## src/hdl/svc_pkg.sv

```systemverilog
// svc_pkg: shared types, codes and reset values for the string voicer.
// Used by svc_fade_alu, svc_out_reg and strum_zone_string_voicer.
`timescale 1ns / 1ps

package svc_pkg;

    localparam int NUM_STRINGS_DEF = 6;
    localparam int NUM_CHORDS      = 6;

    localparam int NOTE_W  = 7;
    localparam int VEL_W   = 7;
    localparam int STAT_W  = 8;
    localparam int ZONE_W  = 3;
    localparam int CFG_IW  = 3;
    localparam int TDATA_W = 24;

    // register indexes
    localparam logic [CFG_IW-1:0] REG_CHORD_LAST = 3'd5;
    localparam logic [CFG_IW-1:0] REG_FADE       = 3'd6;

    localparam logic [NOTE_W-1:0] CHORD_RESET [NUM_CHORDS] =
        '{7'd43, 7'd47, 7'd50, 7'd55, 7'd59, 7'd67};
    localparam logic [VEL_W-1:0]  FADE_RESET = 7'd4;

    // emitted status codes
    localparam logic [STAT_W-1:0] ST_NOTE_OFF = 8'h80;
    localparam logic [STAT_W-1:0] ST_NOTE_ON  = 8'h90;
    localparam logic [STAT_W-1:0] ST_POLY_AT  = 8'hA0;

    // incoming message types (high nibble)
    localparam logic [3:0] MSG_NOTE_ON = 4'h9;
    localparam logic [3:0] MSG_CC      = 4'hB;
    localparam logic [6:0] CC_STRUM    = 7'd1;

    localparam logic       OP_MIDI = 1'b0;
    localparam logic       OP_FADE = 1'b1;

    localparam logic [VEL_W-1:0]  VEL_MAX   = 7'd127;
    localparam logic [ZONE_W-1:0] ZONE_NONE = 3'd7;

    localparam logic [6:0] ZONE_B0 = 7'd24;
    localparam logic [6:0] ZONE_B1 = 7'd44;
    localparam logic [6:0] ZONE_B2 = 7'd64;
    localparam logic [6:0] ZONE_B3 = 7'd84;
    localparam logic [6:0] ZONE_B4 = 7'd104;

    typedef struct packed {
        logic [STAT_W-1:0] status;
        logic [NOTE_W-1:0] note;
        logic [VEL_W-1:0]  vel;
        logic              last;
    } t_result;

    function automatic logic [ZONE_W-1:0] zone_of(input logic [6:0] v);
        logic [ZONE_W-1:0] z;
        if (v < ZONE_B0)      z = 3'd0;
        else if (v < ZONE_B1) z = 3'd1;
        else if (v < ZONE_B2) z = 3'd2;
        else if (v < ZONE_B3) z = 3'd3;
        else if (v < ZONE_B4) z = 3'd4;
        else                  z = 3'd5;
        return z;
    endfunction

endpackage

```

## src/hdl/svc_fade_alu.sv

```systemverilog
// svc_fade_alu: shared decrement and compare unit for the fade sweep.
// Depends on svc_pkg.
`timescale 1ns / 1ps

module svc_fade_alu (
    input  logic [svc_pkg::VEL_W-1:0] i_vel,
    input  logic [svc_pkg::VEL_W-1:0] i_step,
    output logic                      o_above,
    output logic [svc_pkg::VEL_W-1:0] o_level
);

    logic [svc_pkg::VEL_W:0] w_diff;

    assign w_diff  = {1'b0, i_vel} - {1'b0, i_step};
    // above: level stays positive after the step
    assign o_above = !w_diff[svc_pkg::VEL_W] && (w_diff[svc_pkg::VEL_W-1:0] != '0);
    assign o_level = o_above ? w_diff[svc_pkg::VEL_W-1:0] : '0;

endmodule

```

## src/hdl/svc_out_reg.sv

```systemverilog
// svc_out_reg: single result register on the master stream side.
// Depends on svc_pkg.
`timescale 1ns / 1ps

module svc_out_reg (
    input  logic                          i_clk,
    input  logic                          i_rst_n,
    input  logic                          i_push,
    input  svc_pkg::t_result              i_res,
    output logic                          o_can_push,
    output logic                          m_axis_tvalid,
    input  logic                          m_axis_tready,
    output logic [svc_pkg::TDATA_W-1:0]   m_axis_tdata,
    output logic                          m_axis_tlast
);

    logic             r_valid;
    svc_pkg::t_result r_res;

    assign o_can_push = !r_valid || m_axis_tready;

    always_ff @(posedge i_clk) begin
        if (!i_rst_n) begin
            r_valid <= 1'b0;
        end else if (o_can_push) begin
            r_valid <= i_push;
        end
    end

    always_ff @(posedge i_clk) begin
        if (o_can_push && i_push) begin
            r_res <= i_res;
        end
    end

    assign m_axis_tvalid = r_valid;
    assign m_axis_tdata  = {2'b00, r_res.vel, r_res.note, r_res.status};
    assign m_axis_tlast  = r_res.last;

endmodule

```

## src/hdl/strum_zone_string_voicer.sv

```systemverilog
// strum_zone_string_voicer: top level, string state, sequencer and config registers.
// Depends on svc_pkg, svc_fade_alu and svc_out_reg.
//
// Usage:
//   s_axis carries one item per transfer: tuser is the operation (0 MIDI message,
//   1 fade tick), tdata the MIDI status and two data bytes. m_axis returns the
//   MIDI messages caused by that item, tlast on the final one; an item may
//   cause none. The cfg channel writes chord notes 0..5 (index 0..5) and the
//   fade step (index 6); it is always ready and must be written by the user while
//   idle, which the block does not enforce. Throughput: unless m_axis stalls, one
//   string is handled per cycle by a single shared decrement unit. An accepted
//   note-on or fade tick sweeps the strings up to the highest that answers, at
//   least one step; a controller 1 zone change runs a mute and a pluck step;
//   other messages need only acceptance. Results are registered and appear in
//   the cycle after the step that makes them. s_axis_tready is low while a
//   sweep or zone change runs. Reset (synchronous, active low) silences all
//   strings, clears the last zone and loads the default chord and fade step. A
//   stall on m_axis holds the sweep on the string that waits; nothing is dropped.
`timescale 1ns / 1ps

module strum_zone_string_voicer #(
    parameter int NUM_STRINGS = svc_pkg::NUM_STRINGS_DEF
) (
    input  logic                              i_clk,
    input  logic                              i_rst_n,
    // slave stream
    input  logic                              s_axis_tvalid,
    output logic                              s_axis_tready,
    input  logic [svc_pkg::TDATA_W-1:0] s_axis_tdata, // status[7:0] data_one[14:8] data_two[21:15]
    input  logic                              s_axis_tuser,  // operation
    // master stream
    output logic                              m_axis_tvalid,
    input  logic                              m_axis_tready,
    output logic [svc_pkg::TDATA_W-1:0] m_axis_tdata, // status[7:0] note[14:8] velocity[21:15]
    output logic                              m_axis_tlast,
    // config write
    input  logic                              i_cfg_valid,
    output logic                              o_cfg_ready,
    input  logic [svc_pkg::CFG_IW-1:0]        i_cfg_index,
    input  logic [svc_pkg::VEL_W-1:0]         i_cfg_data
);

    localparam int IW = (NUM_STRINGS > 1) ? $clog2(NUM_STRINGS) : 1;

    localparam logic [1:0] S_IDLE  = 2'd0;
    localparam logic [1:0] S_SWEEP = 2'd1;
    localparam logic [1:0] S_ZMUTE = 2'd2;
    localparam logic [1:0] S_PLUCK = 2'd3;

    logic [1:0]                      r_state, n_state;
    logic [IW-1:0]                   r_idx, n_idx;
    logic [NUM_STRINGS-1:0]          r_mask, n_mask;
    logic                            r_fade, n_fade;
    logic [svc_pkg::NOTE_W-1:0]      r_note, n_note;
    logic [svc_pkg::ZONE_W-1:0]      r_last_zone, n_last_zone;
    logic [svc_pkg::NOTE_W-1:0]      r_held [NUM_STRINGS];
    logic [svc_pkg::NOTE_W-1:0]      n_held [NUM_STRINGS];
    logic [svc_pkg::VEL_W-1:0]       r_vel  [NUM_STRINGS];
    logic [svc_pkg::VEL_W-1:0]       n_vel  [NUM_STRINGS];
    logic [svc_pkg::NOTE_W-1:0]      r_chord [svc_pkg::NUM_CHORDS];
    logic [svc_pkg::VEL_W-1:0]       r_step;

    logic                            w_accept;
    logic                            w_op;
    logic [svc_pkg::STAT_W-1:0]      w_status;
    logic [6:0]                      w_d1;
    logic [6:0]                      w_d2;
    logic [svc_pkg::ZONE_W-1:0]      w_zone_raw;
    logic [svc_pkg::ZONE_W-1:0]      w_zone;
    logic [NUM_STRINGS-1:0]          w_held_mask;
    logic [NUM_STRINGS-1:0]          w_fade_mask;
    logic [NUM_STRINGS-1:0]          w_rest;
    logic [svc_pkg::NOTE_W-1:0]      w_cur_note;
    logic                            w_above;
    logic [svc_pkg::VEL_W-1:0]       w_level;
    logic                            w_can_push;
    logic                            w_push;
    svc_pkg::t_result                w_res;

    assign s_axis_tready = (r_state == S_IDLE);
    assign w_accept      = s_axis_tvalid && s_axis_tready;
    assign w_op          = s_axis_tuser;
    assign w_status      = s_axis_tdata[7:0];
    assign w_d1          = s_axis_tdata[14:8];
    assign w_d2          = s_axis_tdata[21:15];
    assign o_cfg_ready   = 1'b1;

    assign w_zone_raw = svc_pkg::zone_of(w_d2);
    always_comb begin
        w_zone = w_zone_raw;
        if (32'(w_zone_raw) >= NUM_STRINGS) begin
            w_zone = svc_pkg::ZONE_W'(NUM_STRINGS - 1);
        end
    end

    always_comb begin
        for (int s = 0; s < NUM_STRINGS; s++) begin
            w_held_mask[s] = (r_held[s] != '0);
            w_fade_mask[s] = (r_held[s] != '0) && (r_vel[s] != '0);
        end
    end

    assign w_rest     = r_mask >> 1;
    assign w_cur_note = r_held[r_idx];

    svc_fade_alu u_alu (
        .i_vel   (r_vel[r_idx]),
        .i_step  (r_step),
        .o_above (w_above),
        .o_level (w_level)
    );

    always_comb begin
        n_state     = r_state;
        n_idx       = r_idx;
        n_mask      = r_mask;
        n_fade      = r_fade;
        n_note      = r_note;
        n_last_zone = r_last_zone;
        n_held      = r_held;
        n_vel       = r_vel;
        w_push      = 1'b0;
        w_res       = '{status: svc_pkg::ST_NOTE_OFF, note: w_cur_note, vel: '0, last: 1'b0};

        case (r_state)
            S_IDLE: begin
                if (w_accept) begin
                    n_idx = '0;
                    if (w_op == svc_pkg::OP_FADE) begin
                        n_mask  = w_fade_mask;
                        n_fade  = 1'b1;
                        n_state = S_SWEEP;
                    end else if (w_status[7:4] == svc_pkg::MSG_NOTE_ON) begin
                        n_mask  = w_held_mask;
                        n_fade  = 1'b0;
                        for (int s = 0; s < NUM_STRINGS; s++) begin
                            n_vel[s] = '0;
                        end
                        n_state = S_SWEEP;
                    end else if (w_status[7:4] == svc_pkg::MSG_CC &&
                                 w_d1 == svc_pkg::CC_STRUM &&
                                 w_zone != r_last_zone) begin
                        n_idx       = IW'(w_zone);
                        n_note      = r_chord[w_zone];
                        n_last_zone = w_zone;
                        n_state     = S_ZMUTE;
                    end
                end
            end
            S_SWEEP: begin
                if (!r_mask[0] || w_can_push) begin
                    if (r_mask[0]) begin
                        w_push = 1'b1;
                        if (r_fade) begin
                            n_vel[r_idx] = w_level;
                            w_res.status = w_above ? svc_pkg::ST_POLY_AT : svc_pkg::ST_NOTE_ON;
                            w_res.vel    = w_level;
                        end else begin
                            n_held[r_idx] = '0;
                        end
                    end
                    w_res.last = (w_rest == '0);
                    n_mask     = w_rest;
                    n_idx      = r_idx + IW'(1);
                    if (w_rest == '0) begin
                        n_state = S_IDLE;
                    end
                end
            end
            S_ZMUTE: begin
                if (w_cur_note == '0 || w_can_push) begin
                    w_push        = (w_cur_note != '0);
                    n_held[r_idx] = '0;
                    n_vel[r_idx]  = '0;
                    n_state       = S_PLUCK;
                end
            end
            S_PLUCK: begin
                w_res = '{status: svc_pkg::ST_NOTE_ON, note: r_note,
                          vel: svc_pkg::VEL_MAX, last: 1'b1};
                if (w_can_push) begin
                    w_push        = 1'b1;
                    n_held[r_idx] = r_note;
                    n_vel[r_idx]  = svc_pkg::VEL_MAX;
                    n_state       = S_IDLE;
                end
            end
            default: begin
                n_state = S_IDLE;
            end
        endcase
    end

    always_ff @(posedge i_clk) begin
        if (!i_rst_n) begin
            r_state     <= S_IDLE;
            r_last_zone <= svc_pkg::ZONE_NONE;
            for (int s = 0; s < NUM_STRINGS; s++) begin
                r_held[s] <= '0;
                r_vel[s]  <= '0;
            end
        end else begin
            r_state     <= n_state;
            r_last_zone <= n_last_zone;
            r_held      <= n_held;
            r_vel       <= n_vel;
        end
    end

    always_ff @(posedge i_clk) begin
        r_idx  <= n_idx;
        r_mask <= n_mask;
        r_fade <= n_fade;
        r_note <= n_note;
    end

    always_ff @(posedge i_clk) begin
        if (!i_rst_n) begin
            r_chord <= svc_pkg::CHORD_RESET;
            r_step  <= svc_pkg::FADE_RESET;
        end else if (i_cfg_valid && o_cfg_ready) begin
            if (i_cfg_index <= svc_pkg::REG_CHORD_LAST) begin
                r_chord[i_cfg_index] <= i_cfg_data;
            end else if (i_cfg_index == svc_pkg::REG_FADE) begin
                r_step <= i_cfg_data;
            end
        end
    end

    svc_out_reg u_out (
        .i_clk         (i_clk),
        .i_rst_n       (i_rst_n),
        .i_push        (w_push),
        .i_res         (w_res),
        .o_can_push    (w_can_push),
        .m_axis_tvalid (m_axis_tvalid),
        .m_axis_tready (m_axis_tready),
        .m_axis_tdata  (m_axis_tdata),
        .m_axis_tlast  (m_axis_tlast)
    );

endmodule

```

## config.mk

```make
export PLATFORM = sky130hd
export DESIGN_NAME = strum_zone_string_voicer
export DESIGN_NICKNAME = d
export VERILOG_FILES = /design/src/hdl/svc_pkg.sv /design/src/hdl/svc_fade_alu.sv /design/src/hdl/svc_out_reg.sv /design/src/hdl/strum_zone_string_voicer.sv
export SDC_FILE = /design/constraint.sdc
export NUM_CORES = 1
export LEC_CHECK = 0
export BUFFER_PORTS_ARGS = -buffer_cell sky130_fd_sc_hd__buf_2
export CORE_MARGIN = 4
export CORE_UTILIZATION = 25
export CTS_CLUSTER_SIZE = 30
export DETAILED_ROUTE_END_ITERATION = 10
export SLEW_MARGIN = 20
export SYNTH_ARGS = -nofsm -noshare
export SYNTH_HDL_FRONTEND = slang
export SYNTH_HIERARCHICAL = 1
export SYNTH_SLANG_ARGS = --single-unit
export TNS_END_PERCENT = 1
```

## constraint.sdc

```tcl
create_clock -name i_clk -period 6.5 [get_ports i_clk]
set_clock_uncertainty 0.15 [all_clocks]
set_input_delay 1.3 -clock i_clk [delete_from_list [all_inputs] [get_ports i_clk]]
set_output_delay 1.3 -clock i_clk [all_outputs]
set_load 0.02 [all_outputs]
```

==> results of run 1 <==
==> per-stage QoR <==
step	instance area, um^2	setup WS (ps)	instances	hold slack, ps
finish	10100	1960	1449	318
global route	10100	1680	1449	339
CTS	10100	1990	1449	318
detailed placement	9460	2000	1417	302
global placement	9460	2050	1417	296
floorplan	8790	2420	957	285
==> power by group through the flow <==
stage | sequential [mW] | combinational [mW] | clock, mW
after floorplan | 1.19 | 0.141 | 0
after global placement | 1.20 | 0.197 | 0
after detailed placement | 1.20 | 0.198 | 0
after CTS | 1.17 | 0.199 | 1.14
after global routing | 1.18 | 0.219 | 1.19
final | 1.17 | 0.200 | 1.13
==> worst max-delay path, stage by stage (launching register included) <==
cell and delay, ps:
edfxtp_1 670, buf_4 310, and3_1 600, a22oi_1 200, nand3_1 140, inv_1 50, ha_1 220, fa_1 400
nand2b_1 210, a21oi_2 190, a311oi_2 130, a21oi_1 210, nor2_1 60, nor2_1 390, nand2_1 80, or2_2 270
a21boi_0 160
==> sequential cells by signal (all words and copies together) (netlist names) <==
| signal | flops |
|---|---|
| r_chord | 42 |
| r_held | 42 |
| r_vel | 42 |
| u_out/m_axis_tdata | 22 |
| r_note | 7 |
| r_step | 7 |
| r_mask | 6 |
| r_idx | 3 |
| r_last_zone | 3 |
| r_state | 2 |
| r_fade | 1 |
| u_out/m_axis_tlast | 1 |
| u_out/m_axis_tvalid | 1 |
==> cell type report <==
| class | count | area (um^2) |
|---|---|---|
| Sequential cell | 179 | 3980 |
| Tap cell | 455 | 569 |
| Timing Repair Buffer | 65 | 350 |
| Fill cell | 3629 | 24400 |
| Clock buffer | 23 | 533 |
| Inverter | 19 | 71.3 |
| Multi-Input combinational cell | 699 | 4490 |
| Clock inverter | 9 | 125 |
==> synthesized netlist by cell type, types with 8 or more instances <==
library cell  count
nor2b_1          20
a22oi_1          23
dfxtp_1         139
a21oi_1          16
nor4b_1           9
o22ai_1          39
o21ai_0          16
nor4_1            9
nand3_1          70
nand2_1         203
mux2_2           21
ha_1              8
inv_1            17
edfxtp_1         40
clkbuf_1         40
buf_2            13
nor3_1           10
and3_1            8
nor2_1           39
a21boi_0         21
mux2i_1          67
mux4_2           10
==> worst max path at each step <==
stage	from	end	slack [ps]	cells after the start
finish	r_idx[0]	r_vel[27]	1960	16
global route	r_idx[0]	r_vel[13]	1680	16
CTS	r_idx[0]	r_vel[27]	1990	16
detailed placement	r_idx[0]	r_vel[27]	2000	16
global placement	r_idx[0]	r_vel[13]	2050	16
floorplan	r_idx[0]	r_vel[27]	2420	20
==> logic make-up (layout without fill, tap and decap cells) <==
kind of cell / Yosys count / after routing
buf+inv: 79 / 116
flops: 179 / 179
fa+ha+maj: 9 / 9
simple gates: 409 / 409
xor+xnor: 6 / 6
other cells: 3 / 9
mux: 100 / 100
compound gates: 166 / 166
==> routing by layer <==
metal	up-vias	GRT usage	routed length [um]
li1	3475	-	-
met1	3486	0.175	11300
met2	198	0.179	10500
met3	19	0.0248	1230
met4	0	0.0297	285
met5	-	0	0
==> reports/results.ini, run 1 <==
[run_status]
status=finished clean

[finish]
layout.nets=1030
area_growth_pct=15.5
final_cell_mix=nand2_1, dfxtp_1, nand3_1
antenna_cells=0
drive_gt1_frac=0.151
postLayoutCoreUtil=0.293
final_common_cell=nand2_1

[setup_path]
required_ps=6710
cp-end-kind=flip-flop
cp-start-kind=flip-flop
crit_arrival_ps=4750
r2r-start=r_idx[0]
r2r_cells=16
timing.rr.end=r_vel[27]
reg2reg_setup_slack_ps=1960
path_class=reg -> reg
path_max_fanout=16

[die]
die_area_um2=38100
core_um2=34500
io_pins=68
die-height_um=195
fp.dieW_um=195
initial_utilization=0.254
rows=68

[synth]
synth_area_leaders=dfxtp_1, edfxtp_1, nand2_1, mux2i_1, nand3_1
async_flop_share=0
netlist_area_um2=8760
synth.top_cell.area_share=0.318
synth-seq-cells=179
synth_edf_count=40
ys.flop_type=dfxtp_1
synth_simple_gate_area_frac=0.223
yosysUniqueCellTypes=77
synth_compound_area_frac=0.133
synth_xor_area_frac=0.00600
syn_inst=951
ys_seq_area_frac=0.455
syn_avg_cell_area_um2=9.21
synth_top_family_by_area=simple AND/OR/NAND/NOR gates
synth.largest_area_cell=dfxtp_1
synthMuxAreaShare=0.132
synthAdderAreaFrac=0.0137
ys_warn_count=6

[power]
p_leak_nw=3.62
p_comb_frac=0.080
sw_frac_of_total=0.245
power.density_nw_per_um2=247
p_clk_frac=0.452
p_int_mw=1.89
seqPwrFrac=0.468
finalPower_mw=2.50
netSwitchingPower_mw=0.613
ir_drop_uv=132

[drt]
drt_iter0_drc=763
drt-total-wl_um=23400
drc=0
ant_nets=0
vias_per_cell=4.95
vias=7178
routedWlPerCell_um=16.1
firstDrtPassIters=5

[min_path]
min_path_cells=2
worstHoldEndpoint=r_step[6]
hold_start=r_step[6]
hold_path_class=reg -> reg

[global_route]
grt_max_degree=107
grt_util_all_layers=0.119
grt.overflow.total=0
grt_pass1_wl_um=36900
grt_pass1_vias=6624
grt_antenna_before_repair=0

[timing]
fmax_mhz=220
hold_viol=0
grt_setup_unrepaired=false
fin_crit_sh=0.698
tns_ps=0
slew_viol_final=0
fin_crit_ps=4540
worst_pin_slew_ps=1030
relSlewSlack=0.313
setup_violations=0

[place]
io_buffer_count=56
dp_hpwl_um=16700
place.gp.congestion=0.863

[clocking]
cts-root-buf=clkbuf_16
cts.htree.levels=4
cts_buffers=17
clock_sinks=179
cts_resized=0
clockBufferDepth=2
ctsHoldBuffers=0
clk_pin_slew_worst_paths_ps=70
postCtsSetupRepairBufs=0
cts_tree=built
insertion_delay_ps=430

[run]
max-cap-violations=0

(Power assumes the default switching activity.)
==> run 2: changes to the inputs <==
==> constraint.sdc (replaced) <==
create_clock -name i_clk -period 4.2 [get_ports i_clk]
set_clock_uncertainty 0.15 [all_clocks]
set_input_delay 0.84 -clock i_clk [delete_from_list [all_inputs] [get_ports i_clk]]
set_output_delay 0.84 -clock i_clk [all_outputs]
set_load 0.02 [all_outputs]
==> reports/results.ini, run 2 (same netlist as run 1, synthesis figures left out) <==
[global_route]
grt_util_all_layers=0.125  ; +0.00608
grt_max_degree=135  ; +26%
grt_antenna_before_repair=0  ; unchanged
grt_pass1_wl_um=38600  ; +4.7%
grt.overflow.total=0  ; unchanged
grt_pass1_vias=6882  ; +3.9%

[drt]
ant_nets=0  ; unchanged
vias=7283  ; +1.5%
vias_per_cell=4.94  ; -0.26%
firstDrtPassIters=7  ; +2
routedWlPerCell_um=16.7  ; +3.5%
drt_iter0_drc=701  ; -8.1%
drc=0  ; unchanged
drt-total-wl_um=24600  ; +5.3%

[clocking]
clk_pin_slew_worst_paths_ps=80  ; about the same
cts_buffers=17  ; unchanged
clock_sinks=179  ; unchanged
cts.htree.levels=4  ; unchanged
postCtsSetupRepairBufs=0  ; unchanged
cts_resized=0  ; unchanged
ctsHoldBuffers=0  ; unchanged
cts_tree=built
insertion_delay_ps=440  ; about the same
clockBufferDepth=2  ; unchanged
cts-root-buf=clkbuf_16

[die]
die_area_um2=38100  ; unchanged
initial_utilization=0.254  ; unchanged
rows=68  ; unchanged
core_um2=34500  ; unchanged
die-height_um=195  ; unchanged
io_pins=68  ; unchanged
fp.dieW_um=195  ; unchanged

[timing]
grt_setup_unrepaired=false
setup_violations=0  ; unchanged
worst_pin_slew_ps=732  ; -299 ps
tns_ps=0  ; unchanged
hold_ws_ps=318  ; +0.197 ps
hold_viol=0  ; unchanged
fin_crit_ps=3850  ; -692 ps
fin_crit_sh=0.916  ; +0.218
fmax_mhz=260  ; +18%
slew_viol_final=0  ; unchanged
relSlewSlack=0.512  ; +0.200

[power]
netSwitchingPower_mw=1.03  ; +69%
sw_frac_of_total=0.276  ; +0.0317
p_comb_frac=0.093  ; +0.013
p_leak_nw=3.72  ; +2.8%
seqPwrFrac=0.482  ; +0.014
p_int_mw=2.71  ; +43%
ir_drop_uv=280  ; +110%
power.density_nw_per_um2=365  ; +48%
p_clk_frac=0.425  ; -0.027

[setup_path]
cp-end-kind=flip-flop
required_ps=4410  ; -2300 ps
r2r-start=r_idx[0]
crit_arrival_ps=4060  ; -690 ps
path_class=reg -> reg
reg2reg_setup_slack_ps=350  ; -1610 ps
path_max_fanout=15  ; -1
timing.rr.end=r_vel[27]
cp-start-kind=flip-flop
r2r_cells=15  ; -1

[min_path]
hold_start=r_chord[39]
min_path_cells=2  ; unchanged
hold_path_class=reg -> reg
worstHoldEndpoint=r_chord[39]

[run_status]
status=finished clean

[finish]
reg.largest.list=r_chord x42, r_held x42, r_vel x42
drive_gt1_frac=0.174  ; +0.0228
postLayoutCoreUtil=0.297  ; +0.00377
layout.nets=1055  ; +2.4%
final_cell_mix=nand2_1, dfxtp_1, nand3_1
final_common_cell=nand2_1
fin_area_um2=10300  ; +1.3%
area_growth_pct=17.0
antenna_cells=0  ; unchanged
num-fill-cells=3655  ; +0.72%

[place]
dp_hpwl_um=17500  ; +4.9%
io_buffer_count=56  ; unchanged
placed_area_um2=9660  ; +2.1%
place.gp.congestion=0.875  ; +1.3%

[run]
max-cap-violations=0  ; unchanged

==> run 2: how the worst max path moves through the flow <==
| stage | start | end | slack [ps] | cells after the start |
|---|---|---|---|---|
| 2_1_floorplan | r_idx[0] | r_vel[27] | 120 | 20 |
| 3_3_place_gp | r_idx[0] | r_vel[27] | 500 | 15 |
| 3_5_place_dp | r_idx[0] | r_vel[27] | 420 | 15 |
| 4_1_cts | r_idx[0] | r_vel[27] | 400 | 15 |
| 5_1_grt | r_idx[0] | r_vel[13] | 100 | 16 |
| 6_report | r_idx[0] | r_vel[27] | 350 | 15 |
==> run 2: through the flow <==
step | setup slack [ps] | std cells | power, mW
finish | 352 | 1474 | 3.74
global route | 99.7 | 1474 | 3.88
CTS | 398 | 1474 | 3.77
detailed placement | 418 | 1442 | 2.19
global placement | 499 | 1442 | 2.18
floorplan | 120 | 957 | 2.06
==> run 2: power groups by stage <==
stage | clock network [mW] | registers (mW) | logic [mW]
3_3_place_gp | 0 | 1.84 | 0.340
6_report | 1.59 | 1.81 | 0.348
2_1_floorplan | 0 | 1.84 | 0.219
5_1_grt | 1.70 | 1.81 | 0.375
3_5_place_dp | 0 | 1.84 | 0.343
4_1_cts | 1.62 | 1.80 | 0.345
==> run 2: layer usage <==
| layer | up-vias | track usage | part of all wire |
|---|---|---|---|
| met4 | 0 | 0.0375 | 0.015 |
| met2 | 198 | 0.191 | 0.45 |
| met3 | 33 | 0.0171 | 0.050 |
| li1 | 3529 | - | - |
| met1 | 3523 | 0.184 | 0.48 |
| met5 | - | 0 | 0 |
==> run 2: area by class of cell <==
class	count	area, um^2	area share
Multi-Input combinational cell	699	4490	0.438
Sequential cell	179	3980	0.389
Tap cell	455	569	0.0555
Timing Repair Buffer	90	551	0.0537
Clock buffer	17	425	0.0415
Clock inverter	15	163	0.0159
Inverter	19	71.3	0.00696
==> run 2: critical path, cell delays in order (launching register included) <==
cell	delay [ps]
edfxtp_1	480
buf_4	240
and3b_1	240
buf_4	210
a22oi_1	250
nand3_1	140
ha_1	410
o2111ai_1	190
a21boi_1	230
o21ai_2	140
a21oi_1	210
nor2_1	60
nor2_1	300
nand2_1	80
or2_2	270
a21boi_0	170
